==> src/hw/rtl/crcfr_pkg.sv <==
// Shared types, constants and CRC helpers of the CRC-16 frame receiver.
// No dependencies; every other file of the block but crcfr_if imports this package.
package crcfr_pkg;

	localparam int unsigned TYPE_OFFSET      = 5;
	localparam int unsigned CRC_START_OFFSET = 2;
	localparam int unsigned FRAME_OVERHEAD   = 4;

	localparam logic [15:0] CRC_INIT = 16'hFFFF;

	// Configuration register indexes
	localparam logic REG_SOF_BYTE    = 1'b0;
	localparam logic REG_FRAME_LIMIT = 1'b1;

	localparam logic [7:0] SOF_BYTE_RST    = 8'd104;
	localparam logic [8:0] FRAME_LIMIT_RST = 9'd256;

	// Result status codes
	localparam logic [1:0] ST_IN_FRAME = 2'd0;
	localparam logic [1:0] ST_CRC_GOOD = 2'd1;
	localparam logic [1:0] ST_CRC_BAD  = 2'd2;
	localparam logic [1:0] ST_OVERSIZE = 2'd3;

	// Role of one frame byte, decided by the front end
	typedef enum logic [2:0] {
		K_START,
		K_LEN,
		K_OVER,
		K_DATA,
		K_CRC_LO,
		K_LAST
	} byte_kind_t;

	typedef struct packed {
		logic [7:0] data_byte;
		logic [8:0] byte_index;
		byte_kind_t kind;
		logic       type_en;
		logic [8:0] frame_length;
	} crcfr_entry_t;

	// Nibble table of the reflected 0xA001 polynomial
	function automatic logic [15:0] nib_tab(input logic [3:0] n);
		logic [15:0] v;
		case (n)
			4'h0: v = 16'h0000;
			4'h1: v = 16'hCC01;
			4'h2: v = 16'hD801;
			4'h3: v = 16'h1400;
			4'h4: v = 16'hF001;
			4'h5: v = 16'h3C00;
			4'h6: v = 16'h2800;
			4'h7: v = 16'hE401;
			4'h8: v = 16'hA001;
			4'h9: v = 16'h6C00;
			4'hA: v = 16'h7800;
			4'hB: v = 16'hB401;
			4'hC: v = 16'h5000;
			4'hD: v = 16'h9C01;
			4'hE: v = 16'h8801;
			4'hF: v = 16'h4400;
			default: v = 16'h0000;
		endcase
		return v;
	endfunction

	// Advance CRC-16/MODBUS by one byte, low nibble first
	function automatic logic [15:0] crc_byte(input logic [15:0] c, input logic [7:0] b);
		logic [15:0] t;
		t = nib_tab(b[3:0] ^ c[3:0]) ^ (c >> 4);
		t = nib_tab(b[7:4] ^ t[3:0]) ^ (t >> 4);
		return t;
	endfunction

endpackage

==> src/hw/rtl/crcfr_if.sv <==
// Request channel interfaces of the CRC-16 frame receiver.
// Depends on nothing; used by the top level, the back end and the bench.
interface crcfr_byte_if;
	logic       valid;
	logic       ready;
	logic [7:0] rx_byte;

	modport source (output valid, output rx_byte, input ready);
	modport sink   (input valid, input rx_byte, output ready);
endinterface

interface crcfr_result_if;
	logic       valid;
	logic       ready;
	logic [7:0] data_byte;
	logic [8:0] byte_index;
	logic       frame_end;
	logic [1:0] status;
	logic [7:0] frame_type;
	logic [8:0] frame_length;

	modport source (output valid, output data_byte, output byte_index, output frame_end,
		output status, output frame_type, output frame_length, input ready);
	modport sink   (input valid, input data_byte, input byte_index, input frame_end,
		input status, input frame_type, input frame_length, output ready);
endinterface

==> src/hw/rtl/crcfr_front.sv <==
// Front end: holds the configuration registers, tracks the frame phase and
// tags each accepted byte with its role. Depends on crcfr_pkg.
module crcfr_front (
	input  logic                   clk,
	input  logic                   arst_n,
	input  logic                   cfg_we,
	input  logic                   cfg_index,
	input  logic [8:0]             cfg_data,
	input  logic                   accept,
	input  logic [7:0]             rx_byte,
	output logic                   push,
	output crcfr_pkg::crcfr_entry_t push_entry
);
	import crcfr_pkg::*;

	typedef enum logic [1:0] {
		PH_HUNT,
		PH_LEN,
		PH_BODY
	} phase_t;

	phase_t     phase_q;
	logic [8:0] count_q;
	logic [7:0] len_q;
	logic [7:0] sof_byte_q;
	logic [8:0] frame_limit_q;

	logic [8:0] len_total;
	logic [8:0] body_total;
	logic       oversize;

	assign len_total  = {1'b0, rx_byte} + 9'(FRAME_OVERHEAD);
	assign body_total = {1'b0, len_q} + 9'(FRAME_OVERHEAD);
	assign oversize   = len_total > frame_limit_q;

	// Classify the incoming byte
	always_comb begin
		push                    = 1'b0;
		push_entry.data_byte    = rx_byte;
		push_entry.byte_index   = count_q;
		push_entry.kind         = K_DATA;
		push_entry.type_en      = 1'b0;
		push_entry.frame_length = body_total;
		case (phase_q)
			PH_HUNT: begin
				push                  = accept && (rx_byte == sof_byte_q);
				push_entry.kind       = K_START;
				push_entry.byte_index = 9'd0;
			end
			PH_LEN: begin
				push                    = accept;
				push_entry.kind         = oversize ? K_OVER : K_LEN;
				push_entry.byte_index   = 9'd1;
				push_entry.frame_length = len_total;
			end
			PH_BODY: begin
				push               = accept;
				push_entry.type_en = (count_q == 9'(TYPE_OFFSET));
				if (count_q + 9'd1 >= body_total) begin
					push_entry.kind = K_LAST;
				end else if (count_q == {1'b0, len_q} + 9'd2) begin
					push_entry.kind = K_CRC_LO;
				end else begin
					push_entry.kind = K_DATA;
				end
			end
			default: begin
				push = 1'b0;
			end
		endcase
	end

	// Hold configuration registers
	always_ff @(posedge clk or negedge arst_n) begin
		if (!arst_n) begin
			sof_byte_q    <= SOF_BYTE_RST;
			frame_limit_q <= FRAME_LIMIT_RST;
		end else if (cfg_we) begin
			case (cfg_index)
				REG_SOF_BYTE:    sof_byte_q    <= cfg_data[7:0];
				REG_FRAME_LIMIT: frame_limit_q <= cfg_data;
				default: ;
			endcase
		end
	end

	// Advance the frame phase on each accepted byte
	always_ff @(posedge clk or negedge arst_n) begin
		if (!arst_n) begin
			phase_q <= PH_HUNT;
			count_q <= 9'd0;
			len_q   <= 8'd0;
		end else if (accept) begin
			case (phase_q)
				PH_HUNT: begin
					if (rx_byte == sof_byte_q) begin
						phase_q <= PH_LEN;
						count_q <= 9'd1;
						len_q   <= 8'd0;
					end
				end
				PH_LEN: begin
					if (oversize) begin
						phase_q <= PH_HUNT;
						count_q <= 9'd0;
					end else begin
						phase_q <= PH_BODY;
						count_q <= 9'(CRC_START_OFFSET);
						len_q   <= rx_byte;
					end
				end
				PH_BODY: begin
					if (count_q + 9'd1 >= body_total) begin
						phase_q <= PH_HUNT;
						count_q <= 9'd0;
					end else begin
						count_q <= count_q + 9'd1;
					end
				end
				default: begin
					phase_q <= PH_HUNT;
					count_q <= 9'd0;
				end
			endcase
		end
	end

endmodule

==> src/hw/rtl/crcfr_queue.sv <==
// Two-entry queue between the front end and the back end.
// Depends on crcfr_pkg for the entry type.
module crcfr_queue (
	input  logic                    clk,
	input  logic                    arst_n,
	input  logic                    push,
	input  crcfr_pkg::crcfr_entry_t push_entry,
	output logic                    full,
	input  logic                    pop,
	output logic                    head_valid,
	output crcfr_pkg::crcfr_entry_t head_entry
);
	import crcfr_pkg::*;

	crcfr_entry_t slot_q [2];
	logic         wr_ptr_q;
	logic         rd_ptr_q;
	logic [1:0]   count_q;

	assign full       = (count_q == 2'd2);
	assign head_valid = (count_q != 2'd0);
	assign head_entry = slot_q[rd_ptr_q];

	// Store pushed entries
	always_ff @(posedge clk) begin
		if (push) begin
			slot_q[wr_ptr_q] <= push_entry;
		end
	end

	// Advance pointers and fill count
	always_ff @(posedge clk or negedge arst_n) begin
		if (!arst_n) begin
			wr_ptr_q <= 1'b0;
			rd_ptr_q <= 1'b0;
			count_q  <= 2'd0;
		end else begin
			if (push) begin
				wr_ptr_q <= ~wr_ptr_q;
			end
			if (pop) begin
				rd_ptr_q <= ~rd_ptr_q;
			end
			case ({push, pop})
				2'b10:   count_q <= count_q + 2'd1;
				2'b01:   count_q <= count_q - 2'd1;
				default: count_q <= count_q;
			endcase
		end
	end

	a_no_push_full: assert property (@(posedge clk) disable iff (!arst_n)
		!(push && full && !pop))
		else $error("push into full queue");
	a_no_pop_empty: assert property (@(posedge clk) disable iff (!arst_n)
		pop |-> head_valid)
		else $error("pop from empty queue");
	a_count_range: assert property (@(posedge clk) disable iff (!arst_n)
		count_q != 2'd3)
		else $error("queue count out of range");

endmodule

==> src/hw/rtl/crcfr_back.sv <==
// Back end: runs the CRC, holds the type and CRC low byte, and drives the
// registered result channel. Depends on crcfr_pkg and crcfr_result_if.
module crcfr_back (
	input  logic                    clk,
	input  logic                    arst_n,
	input  logic                    head_valid,
	input  crcfr_pkg::crcfr_entry_t head_entry,
	output logic                    pop,
	crcfr_result_if.source          result
);
	import crcfr_pkg::*;

	logic [15:0] crc_q;
	logic [7:0]  type_q;
	logic [7:0]  crc_lo_q;
	logic        out_valid_q;

	logic [7:0]  type_eff;
	logic        crc_match;

	assign pop          = head_valid && (!out_valid_q || result.ready);
	assign result.valid = out_valid_q;
	assign type_eff     = head_entry.type_en ? head_entry.data_byte : type_q;
	assign crc_match    = ({head_entry.data_byte, crc_lo_q} == crc_q);

	// Hold valid of the result register
	always_ff @(posedge clk or negedge arst_n) begin
		if (!arst_n) begin
			out_valid_q <= 1'b0;
		end else if (pop) begin
			out_valid_q <= 1'b1;
		end else if (result.ready) begin
			out_valid_q <= 1'b0;
		end
	end

	// Update frame state and load the result register
	always_ff @(posedge clk) begin
		if (pop) begin
			result.data_byte    <= head_entry.data_byte;
			result.byte_index   <= head_entry.byte_index;
			result.frame_end    <= 1'b0;
			result.status       <= ST_IN_FRAME;
			result.frame_type   <= 8'd0;
			result.frame_length <= 9'd0;
			if (head_entry.type_en) begin
				type_q <= head_entry.data_byte;
			end
			case (head_entry.kind)
				K_START: begin
					crc_q    <= CRC_INIT;
					type_q   <= 8'd0;
					crc_lo_q <= 8'd0;
				end
				K_LEN: ;
				K_OVER: begin
					result.frame_end    <= 1'b1;
					result.status       <= ST_OVERSIZE;
					result.frame_length <= head_entry.frame_length;
				end
				K_DATA: begin
					crc_q <= crc_byte(crc_q, head_entry.data_byte);
				end
				K_CRC_LO: begin
					crc_lo_q <= head_entry.data_byte;
				end
				K_LAST: begin
					result.frame_end    <= 1'b1;
					result.status       <= crc_match ? ST_CRC_GOOD : ST_CRC_BAD;
					result.frame_type   <= type_eff;
					result.frame_length <= head_entry.frame_length;
				end
				default: ;
			endcase
		end
	end

	a_pop_loads: assert property (@(posedge clk) disable iff (!arst_n)
		pop |=> out_valid_q)
		else $error("popped entry not loaded into result register");
	a_end_status: assert property (@(posedge clk) disable iff (!arst_n)
		out_valid_q && result.frame_end |-> result.status != ST_IN_FRAME)
		else $error("frame end without final status");
	a_over_form: assert property (@(posedge clk) disable iff (!arst_n)
		out_valid_q && result.status == ST_OVERSIZE |->
			result.byte_index == 9'd1 && result.frame_type == 8'd0)
		else $error("oversize result on wrong byte");

endmodule

==> src/hw/rtl/crc16_frame_receiver.sv <==
// CRC-16/MODBUS length-prefixed frame receiver, top level.
// Depends on crcfr_pkg, crcfr_if, crcfr_front, crcfr_queue and crcfr_back.
//
// Usage:
//   rx carries one received byte per request. While hunting, bytes other than
//   the start code are taken and dropped. A start code opens a frame; the next
//   byte is the body length L and the frame is L+4 bytes. Every frame byte
//   comes out on result with its index; the last byte carries frame_end, the
//   CRC status, the type byte and the total length. A length whose frame would
//   exceed frame_limit ends the frame at once with the oversize status.
//   The cfg port writes the start-of-frame byte (index 0) and frame_limit
//   (index 1); write it only while no byte is in flight.
// Timing:
//   One byte per cycle sustained while result is ready. A taken byte passes
//   through the two-entry queue and then the result register. While result
//   is ready, the CRC advances one byte per cycle via two nibble table lookups.
// Reset and stall:
//   Reset returns to hunting, start code 104 and frame_limit 256, queue empty.
//   When result stalls, the queue absorbs two bytes and then rx.ready drops
//   until the result register is taken.
module crc16_frame_receiver (
	input  logic       clk,
	input  logic       arst_n,
	input  logic       cfg_we,
	input  logic       cfg_index,
	input  logic [8:0] cfg_data,
	crcfr_byte_if.sink     rx,
	crcfr_result_if.source result
);
	import crcfr_pkg::*;

	logic         accept;
	logic         push;
	logic         full;
	logic         pop;
	logic         head_valid;
	crcfr_entry_t push_entry;
	crcfr_entry_t head_entry;

	// Take a byte whenever the queue has room
	assign rx.ready = !full;
	assign accept   = rx.valid && !full;

	crcfr_front u_front (
		.clk        (clk),
		.arst_n     (arst_n),
		.cfg_we     (cfg_we),
		.cfg_index  (cfg_index),
		.cfg_data   (cfg_data),
		.accept     (accept),
		.rx_byte    (rx.rx_byte),
		.push       (push),
		.push_entry (push_entry)
	);

	crcfr_queue u_queue (
		.clk        (clk),
		.arst_n     (arst_n),
		.push       (push),
		.push_entry (push_entry),
		.full       (full),
		.pop        (pop),
		.head_valid (head_valid),
		.head_entry (head_entry)
	);

	crcfr_back u_back (
		.clk        (clk),
		.arst_n     (arst_n),
		.head_valid (head_valid),
		.head_entry (head_entry),
		.pop        (pop),
		.result     (result)
	);

endmodule

==> src/flat_wrapper.sv <==
// flat-port wrapper written by rule: the top's interface ports become plain ports
module crc16_frame_receiver_flat import crcfr_pkg::*;
  (clk, arst_n, cfg_we, cfg_index, cfg_data, rx_valid, rx_rx_byte, rx_ready, result_valid, result_data_byte, result_byte_index, result_frame_end, result_status, result_frame_type, result_frame_length, result_ready);
  crcfr_byte_if rx_i ();
  crcfr_result_if result_i ();
  input  logic clk;
  input  logic arst_n;
  input  logic cfg_we;
  input  logic cfg_index;
  input  logic [8:0] cfg_data;
  input wire logic [$bits(rx_i.valid)-1:0] rx_valid;
  input wire logic [$bits(rx_i.rx_byte)-1:0] rx_rx_byte;
  output wire logic [$bits(rx_i.ready)-1:0] rx_ready;
  output wire logic [$bits(result_i.valid)-1:0] result_valid;
  output wire logic [$bits(result_i.data_byte)-1:0] result_data_byte;
  output wire logic [$bits(result_i.byte_index)-1:0] result_byte_index;
  output wire logic [$bits(result_i.frame_end)-1:0] result_frame_end;
  output wire logic [$bits(result_i.status)-1:0] result_status;
  output wire logic [$bits(result_i.frame_type)-1:0] result_frame_type;
  output wire logic [$bits(result_i.frame_length)-1:0] result_frame_length;
  input wire logic [$bits(result_i.ready)-1:0] result_ready;
  assign rx_i.valid = rx_valid;
  assign rx_i.rx_byte = rx_rx_byte;
  assign rx_ready = rx_i.ready;
  assign result_valid = result_i.valid;
  assign result_data_byte = result_i.data_byte;
  assign result_byte_index = result_i.byte_index;
  assign result_frame_end = result_i.frame_end;
  assign result_status = result_i.status;
  assign result_frame_type = result_i.frame_type;
  assign result_frame_length = result_i.frame_length;
  assign result_i.ready = result_ready;
  crc16_frame_receiver u_core (.clk(clk), .arst_n(arst_n), .cfg_we(cfg_we), .cfg_index(cfg_index), .cfg_data(cfg_data), .rx(rx_i), .result(result_i));
endmodule
==> config.mk <==
export PLATFORM = sky130hd
export DESIGN_NAME = crc16_frame_receiver_flat
export DESIGN_NICKNAME = d
export VERILOG_FILES = /design/src/hw/rtl/crcfr_pkg.sv /design/src/hw/rtl/crcfr_if.sv /design/src/hw/rtl/crcfr_front.sv /design/src/hw/rtl/crcfr_queue.sv /design/src/hw/rtl/crcfr_back.sv /design/src/hw/rtl/crc16_frame_receiver.sv /design/src/flat_wrapper.sv
export SDC_FILE = /design/constraint.sdc
export NUM_CORES = 1
export LEC_CHECK = 0
export ABC_CLOCK_PERIOD_IN_PS = 4500
export BUFFER_PORTS_ARGS = -buffer_cell sky130_fd_sc_hd__buf_2
export CELL_PAD_IN_SITES_DETAIL_PLACEMENT = 1
export CELL_PAD_IN_SITES_GLOBAL_PLACEMENT = 2
export CORE_MARGIN = 2
export CORE_UTILIZATION = 38
export DETAILED_ROUTE_END_ITERATION = 8
export PLACE_DENSITY_LB_ADDON = 0.08
export SYNTH_ARGS = -nofsm -noshare
export SYNTH_HDL_FRONTEND = slang
export SYNTH_SLANG_ARGS = --single-unit
==> constraint.sdc <==
create_clock -name clk -period 4.5 [get_ports clk]
set_input_delay 0.675 -clock clk [delete_from_list [all_inputs] [get_ports clk]]
set_output_delay 0.675 -clock clk [all_outputs]
set_load 0.01 [all_outputs]
# Word-level counts from Yosys, hierarchy flattened
# Memory sizes are Yosys's and may differ from the RTL's.
# Cells that the tools add are included.
# totals
latchBits	0
mem_bits_rw	60
memories	3
romBits	224
output_inout_bits	39
ff_bits	110
# memory_table
name	words	word_bits	read_ports	rd_clocked_by_memory_dff	wr	line	text
(no name shown)	16	7	1	0	0	crcfr_pkg.sv:45	case (n)
(no name shown)	16	7	1	0	0	crcfr_pkg.sv:45	
u_core.u_queue.slot_q	2	30	1	0	1	crcfr_queue.sv:15	crcfr_entry_t slot_q [2];
# op_classes
n_bitwise	7
n_div	0
n_eq_ne	16
order_cmp	2
add_sub_neg	6
shifts	0
reduce_logical	23
mul	0
muxes	34
# ops
cell	n
$mux 16	4
$pmux 16 s2	1
$pmux 8 s2	2
$xor 16x12->16	2
$mux 9	3
$pmux 9 s3	1
$mux 8	3
$add 8x3->9 const B	2
$pmux 9 s2	1
$eq 16x16->1	1
$mux 2	6
$reduce_bool 2->1	6
$reduce_and 2->1	5
$add 8x2->9 const B	1
$add 9x1->9 const B	1
$eq 9x3->1 const B	1
$eq 9x9->1	1
$ge 9x9->1	1
$gt 9x9->1	1
$pmux 3 s3	1
$eq 8x8->1	1
$pmux 2 s2	2
$xor 4x4->4	2
$eq 2x2->1 const B	3
19 further kinds	36

# Logic depth before layout (Yosys ltp)
# An unclocked memory read counts as a cell.
# depth
word_depth	12
depth_mapped	12

# Modules after synthesis
# A second synthesis with hierarchy kept.
# hier_totals
hier_cells	617
area_unflattened_um2	8272.9
# modules_own_cells
mod	area_per_inst_um2	n_inst	cells_each	seq_area_each_um2
crcfr_back	2980.4	1	196	2097.0
crcfr_front	2921.6	1	310	905.9
crcfr_queue	2361.0	1	109	1901.8
crc16_frame_receiver	10.0	1	2	0.0

# Least setup slack after synthesis
# Ideal clock, no wire load.
# synth_timing
path_kind	input to register
start	input rx_rx_byte[4]
end	memory u_core.u_queue.slot_q[0][0] in the netlist's numbering (enable)
setup_slack_ps	-338
arrival_ps	4345
path_buffers	1
required_time_ps	4008
stages	5
cell_sequence	clkbuf_1 xor2_1 nor4_1 a31oi_1 nor4_1
# synth_between
elab_chain_len	5
# synth_rtl
item	line	text
start: declaration	flat_wrapper.sv:12	input wire logic [$bits(rx_i.rx_byte)-1:0] rx_rx_byte;
$eq 8x8->1	crcfr_front.sv:46	push = accept && (rx_byte == sof_byte_q);
$logic_and 1x1->1	crcfr_front.sv:46	
$pmux 1 s2	crcfr_front.sv:44	case (phase_q)
$mux 1	crcfr_queue.sv:26	if (push) begin
$mux 1 (not written as such)	crcfr_queue.sv:27	slot_q[wr_ptr_q] <= push_entry;
end: declaration	crcfr_queue.sv:15	
# No other way between the ends.

# Final worst setup path
# layout_timing
start	register u_core.u_queue.rd_ptr_q
end	register u_core.u_back.crc_q[3] (enable)
# layout_between
elab_chain_len	4
# layout_rtl
item	line	text
start: declaration	crcfr_queue.sv:17	logic rd_ptr_q;
start signal: assignment	crcfr_queue.sv:42	rd_ptr_q <= ~rd_ptr_q;
$mem_v2 2x30 (*)	-	
$eq 3x2->1 or $logic_not 3->1 (tied branches)	crcfr_back.sv:49	case (head_entry.kind)
$reduce_bool 2->1 (no line) (*)	-	
$reduce_and 2->1 (no line) (*)	-	
end signal: assignment	crcfr_back.sv:62	crc_q <= crc_byte(crc_q, head_entry.data_byte);
end: declaration	crcfr_back.sv:13	logic [15:0] crc_q;
# Mark *: on every way between the ends. The rest lies on a longest branch, timed or not.
# A chain may end at the register's enable or synchronous reset.

==> out/summary.txt <==
DP Cell Count: 928
Place WS: 1.24 ns
H-tree depth: 4
Tightest Pin Transition: 0.994 ns
Fin crit share: 67.2%
WL/cell: 19.2 um
GPL Wtd Cong: 0.820
Clk sinks: 170
Largest fanout on the critical path: 25
Synth Area per Inst: 13.3 um2
Maximum vdd drop: 302 uV
Hold_buf cts: 0
Setup TNS: 0 ns
Reg2reg start: u_core.u_queue.rd_ptr_q$_DFFE_PN0P_
Die Wd: 150 um
Final worst slack: 1.47 ns
I/O pins: 62
IO Port Bufs: 61
Total track usage: 17.7%
Critical Path AT: 3.14 ns
Via Count: 4795
Final Skew: 0.0144 ns
Slew margin rel.: 33.7%
Clk root buf: clkbuf_16
First-pass GRT wire length: 29.5 mm
WHS: 0.413 ns
Vias in the first global route: 5222
Initial antenna violation count: 0
Vias/cell: 4.99
CP max stage delay: 0.65 ns
Row count: 53
DRT Wirelength: 18.4 mm
Global Route met3 Usage: 3.08%
Max Slew Vio Count: 0
Setup CP Type: flip-flop to flip-flop
CP Launch Type: flip-flop
Total design power: 0.00626 W
Reg2reg path depth: 7
Flip-flop and latch count after synthesis: 170
Non-filler cells, final: 960
TritonCTS clock tree: built
DRC: 0
Post-synth ARST share: 24.1%
Layout area overhead: 15.6%
Grt met1 use: 23.5%
Syn nets: 655
R2r setup slk: 1.47 ns
Die Height: 150 um
DP HPWL: 13.5 mm
Fmax: 330 MHz
CORE AREA: 20900 um2
Hold WC Path Type: input port to async pin
Register area share after synthesis: 60.9%
Final setup viols: 0
Clk pin slew, worst setup/hold paths: 0.07 ns
Worst-Skew Late Latency: 0.43 ns
Worst r2r dst: u_core.u_back.crc_q[3]$_SDFFCE_PN1P_
Fraction of layout cells with a size suffix above 1: 20.3%
Met2 Track Usage GR: 29.6%
Crit-path cells: buf_4 > nand2_1 > o22a_1 > nor2_1 > nor2_1 > nor2_1 > buf_4
Netlist Area Pre-Place: 8050 um2
Synth warnings: 0
Final Hold Viols: 0
Crit path from: u_core.u_queue.rd_ptr_q$_DFFE_PN0P_
1st-iter DRT viols: 273
Post-cts resize count: 0
Largest net degree at the start of global routing: 46
Post-DRT Antenna Nets: 0
Post-synth EDFFs: 129
Layout Nets: 723
Die ar.: 22400 um2
Post-CTS Setup Bufs: 0
CP endpoint kind: flip-flop
Status: finished clean
CTS Buffer Depth: 2
Grt total ovfl: 0
CP most frequent cell: nor2_1
Initial core utilization: 38.5%
# diodes: 0
Pwr Density: 673 nW/um2
Synth unique cells: 54
TritonRoute pass-1 iters: 4
Required time of the critical path: 4.61 ns
Grt peak-use layer: met2
RSZ-0062 raised after global routing: false
Main synth FF type: edfxtp_1
MaxCap Viol Count: 0
Cells after synthesis: 604
Post-layout min period: 3.03 ns
CTS Buf Count: 17
LEAKAGE: 3.62 nW
Critical path's slowest cell: dfrtp_2
==> layout by cell type, fill, tap and decap left out, types with 6 or more instances in the layout <==
master / count
mux2i_1: 21
nand2b_1: 8
a22o_1: 8
inv_8: 6
nor2b_1: 6
and2_1: 8
ha_1: 28
edfxtp_1: 129
a41o_1: 6
nor2_1: 53
mux2_1: 18
xnor2_1: 50
nand3_1: 15
inv_1: 32
o21ai_0: 7
buf_2: 61
nor4_1: 6
and2_0: 6
nand2_1: 29
clkbuf_16: 17
dfrtp_1: 36
nand4_1: 10
a21oi_1: 11
mux2_2: 11
o21ai_1: 6
buf_4: 7
xor2_1: 19
==> power by group <==
part           leakage, nW  switching, W  total (W)  internal, W
Clock                0.287      0.000685    0.00148     0.000798
Sequential            1.70      0.000261    0.00258      0.00232
Combinational         1.64       0.00131    0.00220     0.000886
Total                 3.62       0.00226    0.00626      0.00400
==> final cells by class <==
type	instances	area (um2)
flip-flops and latches	170	4910
clock inverters	15	179
inverters	37	139
clock buffers	17	425
fillers	2170	11600
repair buffers	69	378
well taps	275	344
multi-input cells	377	2940
==> flip-flops by register name, indices dropped and copies added, names as in the netlist <==
signal,cells
u_core.u_back.result.data_byte,8
u_core.u_back.result.frame_type,8
u_core.u_queue.slot_q,60
u_core.u_front.count_q,9
u_core.u_back.crc_lo_q,8
u_core.u_back.crc_q,16
u_core.u_back.type_q,8
u_core.u_front.len_q,8
u_core.u_front.frame_limit_q,9
u_core.u_back.result.frame_length,9
u_core.u_back.result.byte_index,9
u_core.u_back.result.status,2
u_core.u_queue.wr_ptr_q,1
u_core.u_queue.rd_ptr_q,1
u_core.u_front.phase_q,2
u_core.u_back.result.frame_end,1
u_core.u_back.result.valid,1
u_core.u_queue.count_q,2
u_core.u_front.sof_byte_q,8
==> cell usage after synthesis, types with 11 or more instances <==
cell / instances / area [um2]
ha_1: 28 / 350
mux2_2: 11 / 124
xnor2_1: 50 / 438
a21oi_1: 11 / 55.1
edfxtp_1: 129 / 3870
nand3_1: 15 / 75.1
clkbuf_1: 16 / 60.1
inv_1: 33 / 124
nand2_1: 29 / 109
xor2_1: 19 / 166
dfrtp_1: 37 / 926
mux2_1: 18 / 203
nor2_1: 53 / 199
mux2i_1: 21 / 210
==> per-layer routing <==
metal	vias up	part of all wire (%)
met1	2403	47
met3	20	2.5
li1	2301	-
met2	71	50
met5	-	0
met4	0	1.4
==> metrics by stage <==
step | area (um2) | utilization (%)
global placement | 8700 | 41.7
finish | 9310 | 44.6
CTS | 9310 | 44.6
detailed placement | 8700 | 41.7
floorplan | 8060 | -
global route | 9310 | 44.6
==> worst max path at each step <==
| stage | endpoint |
|---|---|
| 6_report | u_core.u_back.crc_q[3]$_SDFFCE_PN1P_ |
| 4_1_cts | u_core.u_back.crc_q[4]$_SDFFCE_PN1P_ |
| 2_1_floorplan | u_core.u_queue.slot_q[0][0]$_DFFE_PP_ |
| 5_1_grt | u_core.u_back.crc_q[4]$_SDFFCE_PN1P_ |
| 3_5_place_dp | u_core.u_queue.slot_q[1][10]$_DFFE_PP_ |
| 3_3_place_gp | u_core.u_front.len_q[3]$_DFFE_PN0P_ |
==> critical path: cells and delay by family (launching register included) <==
kind,cells,cell delay (ns)
AOI/OAI and AO/OA,1,0.33
buffers and inverters,2,0.70
DFF,1,0.65
and+or+nand+nor,4,1.01
==> cells by family after synthesis <==
kind of cell | count (synthesis) | synth area share, %
AOI/OAI and AO/OA | 57 | 4.96
muxes | 58 | 8.58
xor gates and xnor gates | 75 | 8.81
adders and majority gates | 28 | 4.35
buffers and inverters | 57 | 2.81
DFF | 170 | 60.9
and+or+nand+nor | 159 | 9.57
No activity file was read; power rests on OpenSTA's default activity.
